File: src/rtl/cstrip_pkg.sv
// Shared types and constants for the comment stripper.
// Used by cstrip_front, cstrip_fifo, cstrip_back and comment_stripper.
`default_nettype none

package cstrip_pkg;

  // Characters that matter to the scanner
  localparam logic [7:0] CH_SLASH   = 8'h2F;
  localparam logic [7:0] CH_STAR    = 8'h2A;
  localparam logic [7:0] CH_NEWLINE = 8'h0A;

  // Most results one input item can cause
  localparam int unsigned MAX_RES = 3;

  // Entries in the queue between front and back
  localparam int unsigned QDEPTH = 2;

  typedef enum logic [1:0] {
    MODE_NONE  = 2'd0,
    MODE_LINE  = 2'd1,
    MODE_BLOCK = 2'd2,
    MODE_ERR   = 2'd3
  } mode_e;

  typedef enum logic [1:0] {
    KIND_CHAR    = 2'd0,
    KIND_SEG_END = 2'd1,
    KIND_TOKEN   = 2'd2,
    KIND_ERROR   = 2'd3
  } kind_e;

  // One result without its tag
  typedef struct packed {
    kind_e       kind;
    logic [7:0]  data;
  } ent_t;

  // All results of one item; at most one of them is a token, so the
  // tag travels alongside once per bundle
  typedef struct packed {
    logic [1:0]           cnt;
    ent_t [MAX_RES-1:0]   ent;
  } bundle_t;

endpackage

`default_nettype wire

File: src/rtl/comment_stripper.sv
// Top level of the C-style comment stripper.
// Instantiates cstrip_front, cstrip_fifo and cstrip_back; uses cstrip_pkg.
//
// Source characters (with a last-of-token mark) and opaque tokens come in
// through a push/full port; literal characters, segment ends, opaque tokens
// and a sticky error come out through an empty/pop port, oldest first, with
// run_last_o set on the final result of each input item. An item is taken
// every cycle while the two-bundle queue between front and back has room;
// results leave at one per cycle while pop is held, so an item with more than
// one result holds the output until all of its results are popped, and the
// sustained rate is set by the result count of each item (one to three
// results, none for items that produce nothing). A stray block-comment
// close puts the block in an error state that drops all input until reset.
`default_nettype none

module comment_stripper #(
  parameter int unsigned TAG_WIDTH = 16
) (
  input  wire logic                    clk_i,
  input  wire logic                    rst_ni,
  input  wire logic                    push,
  output logic                         full,
  input  wire logic                    is_token_i,
  input  wire logic [7:0]              char_byte_i,
  input  wire logic                    token_last_i,
  input  wire logic [TAG_WIDTH-1:0]    token_tag_i,
  output logic                         empty,
  input  wire logic                    pop,
  output logic [1:0]                   kind_o,
  output logic [7:0]                   out_byte_o,
  output logic [TAG_WIDTH-1:0]         out_tag_o,
  output logic                         run_last_o
);

  logic                 accept;
  logic                 f_push;
  cstrip_pkg::bundle_t  f_bnd;
  logic [TAG_WIDTH-1:0] f_tag;
  logic                 q_empty, q_pop;
  cstrip_pkg::bundle_t  q_bnd;
  logic [TAG_WIDTH-1:0] q_tag;

  assign accept = push && !full;

  cstrip_front #(.TAG_WIDTH(TAG_WIDTH)) u_front (
    .clk_i        (clk_i),
    .rst_ni       (rst_ni),
    .accept_i     (accept),
    .is_token_i   (is_token_i),
    .char_byte_i  (char_byte_i),
    .token_last_i (token_last_i),
    .token_tag_i  (token_tag_i),
    .push_o       (f_push),
    .bnd_o        (f_bnd),
    .tag_o        (f_tag)
  );

  cstrip_fifo #(.TAG_WIDTH(TAG_WIDTH)) u_fifo (
    .clk_i   (clk_i),
    .rst_ni  (rst_ni),
    .push_i  (f_push),
    .bnd_i   (f_bnd),
    .tag_i   (f_tag),
    .full_o  (full),
    .pop_i   (q_pop),
    .empty_o (q_empty),
    .bnd_o   (q_bnd),
    .tag_o   (q_tag)
  );

  cstrip_back #(.TAG_WIDTH(TAG_WIDTH)) u_back (
    .clk_i      (clk_i),
    .rst_ni     (rst_ni),
    .q_empty_i  (q_empty),
    .q_bnd_i    (q_bnd),
    .q_tag_i    (q_tag),
    .q_pop_o    (q_pop),
    .pop_i      (pop),
    .empty_o    (empty),
    .kind_o     (kind_o),
    .out_byte_o (out_byte_o),
    .out_tag_o  (out_tag_o),
    .run_last_o (run_last_o)
  );

endmodule

`default_nettype wire

File: src/rtl/cstrip_front.sv
// Front end: accepts items, tracks comment state and the held character,
// and builds the bundle of results for each item. Depends on cstrip_pkg.
`default_nettype none

module cstrip_front #(
  parameter int unsigned TAG_WIDTH = 16
) (
  input  wire logic                    clk_i,
  input  wire logic                    rst_ni,
  input  wire logic                    accept_i,
  input  wire logic                    is_token_i,
  input  wire logic [7:0]              char_byte_i,
  input  wire logic                    token_last_i,
  input  wire logic [TAG_WIDTH-1:0]    token_tag_i,
  output logic                         push_o,
  output cstrip_pkg::bundle_t          bnd_o,
  output logic [TAG_WIDTH-1:0]         tag_o
);

  cstrip_pkg::mode_e mode_q, mode_d;
  logic              pv_q, pv_d;
  logic [7:0]        pc_q, pc_d;
  logic              seg_q, seg_d;

  // Next state and results, written in the order the items are scanned
  always_comb begin
    logic [1:0] n;
    logic       consumed;
    logic       pair;
    logic       c_hold;
    n        = '0;
    consumed = 1'b0;
    pair     = 1'b0;
    c_hold   = 1'b0;
    mode_d   = mode_q;
    pv_d     = pv_q;
    pc_d     = pc_q;
    seg_d    = seg_q;
    bnd_o    = '0;
    tag_o    = token_tag_i;

    if (mode_q != cstrip_pkg::MODE_ERR) begin
      if (is_token_i) begin
        // held char flushed alone, open run closed, then the token
        if (pv_d) begin
          pv_d = 1'b0;
          if (mode_d == cstrip_pkg::MODE_NONE) begin
            bnd_o.ent[n].kind = cstrip_pkg::KIND_CHAR;
            bnd_o.ent[n].data = pc_q;
            n     = n + 2'd1;
            seg_d = 1'b1;
          end
        end
        if (seg_d) begin
          bnd_o.ent[n].kind = cstrip_pkg::KIND_SEG_END;
          n     = n + 2'd1;
          seg_d = 1'b0;
        end
        if (mode_d == cstrip_pkg::MODE_NONE) begin
          bnd_o.ent[n].kind = cstrip_pkg::KIND_TOKEN;
          n = n + 2'd1;
        end
      end else begin
        if (pv_d) begin
          pv_d = 1'b0;
          pair = ((pc_q == cstrip_pkg::CH_SLASH) &&
                  ((char_byte_i == cstrip_pkg::CH_STAR) ||
                   (char_byte_i == cstrip_pkg::CH_SLASH))) ||
                 ((pc_q == cstrip_pkg::CH_STAR) &&
                  (char_byte_i == cstrip_pkg::CH_SLASH));
          if (pair) begin
            consumed = 1'b1;
            if (seg_d) begin
              bnd_o.ent[n].kind = cstrip_pkg::KIND_SEG_END;
              n     = n + 2'd1;
              seg_d = 1'b0;
            end
            if (mode_d == cstrip_pkg::MODE_NONE) begin
              if (pc_q == cstrip_pkg::CH_SLASH) begin
                if (char_byte_i == cstrip_pkg::CH_STAR) begin
                  mode_d = cstrip_pkg::MODE_BLOCK;
                end else begin
                  mode_d = cstrip_pkg::MODE_LINE;
                end
              end else begin
                // stray block close: sticky error
                bnd_o.ent[n].kind = cstrip_pkg::KIND_ERROR;
                n      = n + 2'd1;
                mode_d = cstrip_pkg::MODE_ERR;
              end
            end else if (mode_d == cstrip_pkg::MODE_BLOCK) begin
              if (pc_q == cstrip_pkg::CH_STAR) begin
                mode_d = cstrip_pkg::MODE_NONE;
              end
            end
          end else if (mode_d == cstrip_pkg::MODE_NONE) begin
            bnd_o.ent[n].kind = cstrip_pkg::KIND_CHAR;
            bnd_o.ent[n].data = pc_q;
            n     = n + 2'd1;
            seg_d = 1'b1;
          end
        end

        if (!consumed) begin
          c_hold = ((char_byte_i == cstrip_pkg::CH_SLASH) ||
                    (char_byte_i == cstrip_pkg::CH_STAR)) && !token_last_i;
          if (c_hold) begin
            pv_d = 1'b1;
            pc_d = char_byte_i;
          end else begin
            if (char_byte_i == cstrip_pkg::CH_NEWLINE) begin
              if (seg_d) begin
                bnd_o.ent[n].kind = cstrip_pkg::KIND_SEG_END;
                n     = n + 2'd1;
                seg_d = 1'b0;
              end
              if (mode_d == cstrip_pkg::MODE_LINE) begin
                mode_d = cstrip_pkg::MODE_NONE;
              end
            end else if (mode_d == cstrip_pkg::MODE_NONE) begin
              bnd_o.ent[n].kind = cstrip_pkg::KIND_CHAR;
              bnd_o.ent[n].data = char_byte_i;
              n     = n + 2'd1;
              seg_d = 1'b1;
            end
            if (token_last_i && seg_d) begin
              bnd_o.ent[n].kind = cstrip_pkg::KIND_SEG_END;
              n     = n + 2'd1;
              seg_d = 1'b0;
            end
          end
        end
      end
    end

    bnd_o.cnt = n;
    push_o    = accept_i && (n != 2'd0);
  end

  // Scanner state, updated on each accepted item
  always_ff @(posedge clk_i or negedge rst_ni) begin
    if (!rst_ni) begin
      mode_q <= cstrip_pkg::MODE_NONE;
      pv_q   <= 1'b0;
      pc_q   <= '0;
      seg_q  <= 1'b0;
    end else if (accept_i) begin
      mode_q <= mode_d;
      pv_q   <= pv_d;
      pc_q   <= pc_d;
      seg_q  <= seg_d;
    end
  end

endmodule

`default_nettype wire

File: src/rtl/cstrip_fifo.sv
// Short queue of result bundles between front and back.
// Depends on cstrip_pkg for the bundle type and depth.
`default_nettype none

module cstrip_fifo #(
  parameter int unsigned TAG_WIDTH = 16
) (
  input  wire logic                    clk_i,
  input  wire logic                    rst_ni,
  input  wire logic                    push_i,
  input  wire cstrip_pkg::bundle_t     bnd_i,
  input  wire logic [TAG_WIDTH-1:0]    tag_i,
  output logic                         full_o,
  input  wire logic                    pop_i,
  output logic                         empty_o,
  output cstrip_pkg::bundle_t          bnd_o,
  output logic [TAG_WIDTH-1:0]         tag_o
);

  localparam int unsigned PW = (cstrip_pkg::QDEPTH > 1) ? $clog2(cstrip_pkg::QDEPTH) : 1;
  localparam int unsigned CW = $clog2(cstrip_pkg::QDEPTH + 1);

  cstrip_pkg::bundle_t     bnd_mem [cstrip_pkg::QDEPTH];
  logic [TAG_WIDTH-1:0]    tag_mem [cstrip_pkg::QDEPTH];
  logic [PW-1:0]           wp_q, rp_q;
  logic [CW-1:0]           cnt_q;
  logic                    do_push, do_pop;

  assign full_o  = (cnt_q == CW'(cstrip_pkg::QDEPTH));
  assign empty_o = (cnt_q == '0);
  assign do_push = push_i && !full_o;
  assign do_pop  = pop_i && !empty_o;
  assign bnd_o   = bnd_mem[rp_q];
  assign tag_o   = tag_mem[rp_q];

  // Storage
  always_ff @(posedge clk_i) begin
    if (do_push) begin
      bnd_mem[wp_q] <= bnd_i;
      tag_mem[wp_q] <= tag_i;
    end
  end

  // Pointers and fill level
  always_ff @(posedge clk_i or negedge rst_ni) begin
    if (!rst_ni) begin
      wp_q  <= '0;
      rp_q  <= '0;
      cnt_q <= '0;
    end else begin
      if (do_push) begin
        wp_q <= (wp_q == PW'(cstrip_pkg::QDEPTH - 1)) ? '0 : wp_q + 1'b1;
      end
      if (do_pop) begin
        rp_q <= (rp_q == PW'(cstrip_pkg::QDEPTH - 1)) ? '0 : rp_q + 1'b1;
      end
      if (do_push && !do_pop) begin
        cnt_q <= cnt_q + 1'b1;
      end else if (do_pop && !do_push) begin
        cnt_q <= cnt_q - 1'b1;
      end
    end
  end

endmodule

`default_nettype wire

File: src/rtl/cstrip_back.sv
// Back end: holds one bundle and hands its results out one per transfer.
// Depends on cstrip_pkg for the bundle and kind types.
`default_nettype none

module cstrip_back #(
  parameter int unsigned TAG_WIDTH = 16
) (
  input  wire logic                    clk_i,
  input  wire logic                    rst_ni,
  input  wire logic                    q_empty_i,
  input  wire cstrip_pkg::bundle_t     q_bnd_i,
  input  wire logic [TAG_WIDTH-1:0]    q_tag_i,
  output logic                         q_pop_o,
  input  wire logic                    pop_i,
  output logic                         empty_o,
  output logic [1:0]                   kind_o,
  output logic [7:0]                   out_byte_o,
  output logic [TAG_WIDTH-1:0]         out_tag_o,
  output logic                         run_last_o
);

  cstrip_pkg::bundle_t  cur_q;
  logic [TAG_WIDTH-1:0] tag_q;
  logic                 val_q;
  logic [1:0]           idx_q;
  logic                 take, is_last;
  cstrip_pkg::ent_t     ent;

  assign ent     = cur_q.ent[idx_q];
  assign is_last = (idx_q == (cur_q.cnt - 2'd1));
  assign take    = pop_i && val_q;
  assign q_pop_o = !q_empty_i && (!val_q || (take && is_last));

  // Result ports
  assign empty_o    = !val_q;
  assign kind_o     = ent.kind;
  assign out_byte_o = ent.data;
  assign out_tag_o  = (ent.kind == cstrip_pkg::KIND_TOKEN) ? tag_q : '0;
  assign run_last_o = is_last;

  // Bundle payload
  always_ff @(posedge clk_i) begin
    if (q_pop_o) begin
      cur_q <= q_bnd_i;
      tag_q <= q_tag_i;
    end
  end

  // Current bundle valid and result index
  always_ff @(posedge clk_i or negedge rst_ni) begin
    if (!rst_ni) begin
      val_q <= 1'b0;
      idx_q <= '0;
    end else if (q_pop_o) begin
      val_q <= 1'b1;
      idx_q <= '0;
    end else if (take) begin
      if (is_last) begin
        val_q <= 1'b0;
        idx_q <= '0;
      end else begin
        idx_q <= idx_q + 2'd1;
      end
    end
  end

endmodule

`default_nettype wire

File: config.mk
export PLATFORM = sky130hd
export DESIGN_NAME = comment_stripper
export DESIGN_NICKNAME = d
export VERILOG_FILES = /design/src/rtl/cstrip_pkg.sv /design/src/rtl/comment_stripper.sv /design/src/rtl/cstrip_front.sv /design/src/rtl/cstrip_fifo.sv /design/src/rtl/cstrip_back.sv
export SDC_FILE = /design/constraint.sdc
export NUM_CORES = 1
export LEC_CHECK = 0
export BUFFER_PORTS_ARGS = -buffer_cell sky130_fd_sc_hd__buf_2
export CAP_MARGIN = 30
export CORE_MARGIN = 1
export CORE_UTILIZATION = 60
export DETAILED_ROUTE_END_ITERATION = 8
export PLACE_DENSITY = 0.88
export SLEW_MARGIN = 30
export SYNTH_ARGS = -nofsm -noshare
export SYNTH_HDL_FRONTEND = slang
export SYNTH_SLANG_ARGS = --single-unit
File: constraint.sdc
create_clock -name clk_i -period 7.3 [get_ports clk_i]
set_input_delay 1.095 -clock clk_i [delete_from_list [all_inputs] [get_ports clk_i]]
set_output_delay 1.095 -clock clk_i [all_outputs]
set_load 0.02 [all_outputs]
==> results.json <==
{
  "status": "finished, violations left",
  "violations": "design-rule violations",
  "die_w_um": 112,
  "rsz0062_at_grt": "no",
  "max_cap_violations": 0,
  "hold_class": "reg2reg",
  "portBuffers": 58,
  "rr_startpoint": "u_front.mode_q[1]",
  "die-area_um2": 12600,
  "fmax_mhz": 197,
  "whs_ps": 510,
  "hold_buffers": 0,
  "core_area_um2": 11600,
  "ys_warn_count": 0,
  "worstSetupStartpointType": "flop",
  "drtIter0Drc": 288,
  "via_per_inst": 6.01,
  "drive_gt1_share_pct": 29.5,
  "fin_setup_tns_ps": 0,
  "avgSynthCellArea_um2": 14.6,
  "ios": 59,
  "wire_per_inst_um": 20.0,
  "dr_total_vias": 4337,
  "wirelength_um": 14400,
  "clockBufferDepth": 2,
  "die_height_um": 112,
  "clk-insertion-delay-late_ps": 420,
  "cts_resized": 0,
  "globalplace.congestion": 0.892,
  "post_cts_buffers": 0,
  "area_growth_pct": 14.6,
  "cts_tree": "built",
  "criticalPathCategory": "reg2reg",
  "place_ws_ps": 2000,
  "p_int_uw": 2180,
  "cts_sinks": 163,
  "core.rowCount": 39,
  "crit_required_ps": 7420,
  "r2r-end": "u_fifo.tag_mem[0][7]",
  "worst_pin_slew_ps": 1000,
  "fin_skew_ps": 8.68,
  "drc_errors": 7,
  "report.final.slew_viol_count": 0,
  "max_slew_margin_pct": 32.9,
  "root_buffer": "clkbuf_16",
  "antennaDiodeCount": 0,
  "power_density_nw_per_um2": 375,
  "grt_pass1_wl_um": 22400,
  "worstPathMaxFanout": 23,
  "clkPwrFrac_pct": 26.9,
  "numCtsBuffers": 17,
  "setup_violations": 0,
  "synth_ff_type": "edfxtp_1",
  "grt_max_degree": 50,
  "drt_pre_antenna_iters": 7,
  "grt_use_total_pct": 24.2,
  "antenna_left": 0,
  "p_sw_uw": 952,
  "swShare_pct": 30.4,
  "syn_area_um2": 7280,
  "ir_drop_uv": 191,
  "end_kind": "flop",
  "leakagePower_uw": 0.00321,
  "crit_end": "u_fifo.tag_mem[0][7]",
  "seq_power_share_pct": 47.3,
  "nets": 612,
  "clkTransAtPathRegs_ps": 60,
  "synth-seq-cells": 163,
  "initial_core_util_pct": 62.6,
  "p_comb_share_pct": 25.9,
  "htree_levels": 4,
  "antenna_found_initial": 0,
  "critPathLaunch": "u_front.mode_q[1]",
  "grt_pass1_vias": 4307,
  "rrSetupSlack_ps": 2220,
  "syn_nets": 545,
  "place_hpwl_um": 9980,
  "finalCriticalPeriod_ps": 5080,
  "setup_ws_ps": 2220,
  "hold_violations": 0,
  "crit_arrival_ps": 5200,
  "grt_overflow": 0,
  "utilization_pct": 71.8,
  "synth.distinct_cells": 67,
  "period_share_pct": 69.6,
  "yosysSeqAreaShare_pct": 66.0,
  "synth-async-reset-ratio_pct": 11.7,
  "reg2regPathDepth": 15,
  "synth_edf_count": 144,
  "syn_inst": 499
}
-- synth_stat cells, types with 2 or more instances --
master	count	area share [%]
edfxtp_1	144	59
mux2_2	50	7.7
nand2_1	34	1.8
nor2_1	27	1.4
o21ai_0	27	1.9
and2_1	22	1.9
dfrtp_1	19	6.5
and3_1	17	1.5
ha_1	16	2.8
a21oi_1	15	1.0
inv_1	14	0.72
mux2i_1	10	1.4
clkbuf_1	6	0.31
nor3_1	6	0.41
buf_1	5	0.26
nand2b_1	5	0.43
nand3_1	5	0.34
nor2b_1	5	0.43
xor2_1	5	0.60
a22o_1	4	0.48
and3_2	3	0.31
nand3b_1	3	0.31
nor4_1	3	0.26
or3_1	3	0.26
xnor2_1	3	0.36
a21o_1	2	0.21
buf_2	2	0.14
nand4_1	2	0.17
nor4_4	2	0.58
o211ai_1	2	0.21
o22a_2	2	0.28
-- final cells by class --
class,count,area (um2)
well taps,143,179
inverters,16,61.3
repair buffers,64,375
clock inverters,13,134
multi-input cells,304,2350
clock buffers,19,433
flip-flops and latches,163,4800
fillers,713,3280
-- power groups by stage --
stage | clock network, uW | registers (uW) | logic (uW)
after floorplan | 0 | 1410 | 604
after global placement | 0 | 1470 | 753
after detailed placement | 0 | 1490 | 809
after CTS | 850 | 1480 | 818
after global routing | 891 | 1500 | 874
final | 841 | 1480 | 809
-- worst min path at each step --
stage,cells past startpoint,end,start,slack (ps)
4_1_cts,1,u_front.pc_q[3],u_front.pc_q[3],500
5_1_grt,1,u_front.pc_q[3],u_front.pc_q[3],520
3_3_place_gp,1,u_front.pc_q[3],u_front.pc_q[3],480
6_report,1,u_front.pc_q[3],u_front.pc_q[3],510
3_5_place_dp,1,u_front.pc_q[3],u_front.pc_q[3],490
2_1_floorplan,1,u_front.pc_q[5],u_front.pc_q[5],450
-- worst max-delay path, stage by stage, from the launching register on --
cell and delay [ps]:
dfrtp_1 460, nor2_1 800, nand2_1 430, a31oi_2 340, a41oi_2 120, ha_1 350, o21bai_1 110, nand2_1 100
ha_1 280, or3_1 370, o2111ai_1 130, a31o_1 230, a41oi_4 70, nor2_4 500, buf_16 250, buf_4 220
-- cells by family after synthesis --
family                     after synthesis  share of synthesized area (%)
and+or+nand+nor                        148                           12.0
buffers and inverters                   32                           1.98
muxes                                   61                           9.27
AOI/OAI and AO/OA                       70                           6.81
adders and majority gates               16                           2.75
DFF                                    163                           66.0
xor gates and xnor gates                 9                           1.19
-- metrics by stage --
stage / cells / cell area, um2 / total power [uW]
final: 722 / 8340 / 3130
after detailed placement: 690 / 7760 / 2300
after global routing: 722 / 8340 / 3260
after global placement: 688 / 7710 / 2230
after floorplan: 499 / 7280 / 2020
after CTS: 722 / 8330 / 3150
-- state kept, by name, summed over array words and instances, names as in the netlist --
signal / cells
u_back.val_q: 1
u_front.seg_q: 1
u_front.pv_q: 1
u_back.idx_q: 2
u_fifo.cnt_q: 2
u_fifo.wp_q: 1
u_front.mode_q: 2
u_fifo.tag_mem: 32
u_fifo.bnd_mem: 64
u_back.cur_q: 32
u_back.tag_q: 16
u_fifo.rp_q: 1
u_front.pc_q: 8
-- layout by cell type (no fill, tap or decap), types with 5 or more instances in the layout --
| master | n |
|---|---|
| inv_1 | 13 |
| and3_1 | 17 |
| mux2i_1 | 10 |
| ha_1 | 16 |
| nand2_1 | 34 |
| buf_2 | 58 |
| nand3_1 | 5 |
| nor3_1 | 5 |
| clkinv_2 | 5 |
| mux2_2 | 50 |
| edfxtp_1 | 144 |
| o21ai_0 | 27 |
| a21oi_1 | 15 |
| xor2_1 | 5 |
| nor2b_1 | 5 |
| nor2_1 | 25 |
| clkbuf_16 | 17 |
| and2_1 | 22 |
| dfrtp_1 | 18 |
| nand2b_1 | 5 |
-- layer usage --
layer,share of wire (%),track usage (%),vias up
met5,0,0,-
met4,1.9,8.89,0
li1,-,-,2008
met1,40,29.0,2161
met2,53,43.0,147
met3,5.0,5.62,21
Note: power is estimated with default switching activity, not from simulation.
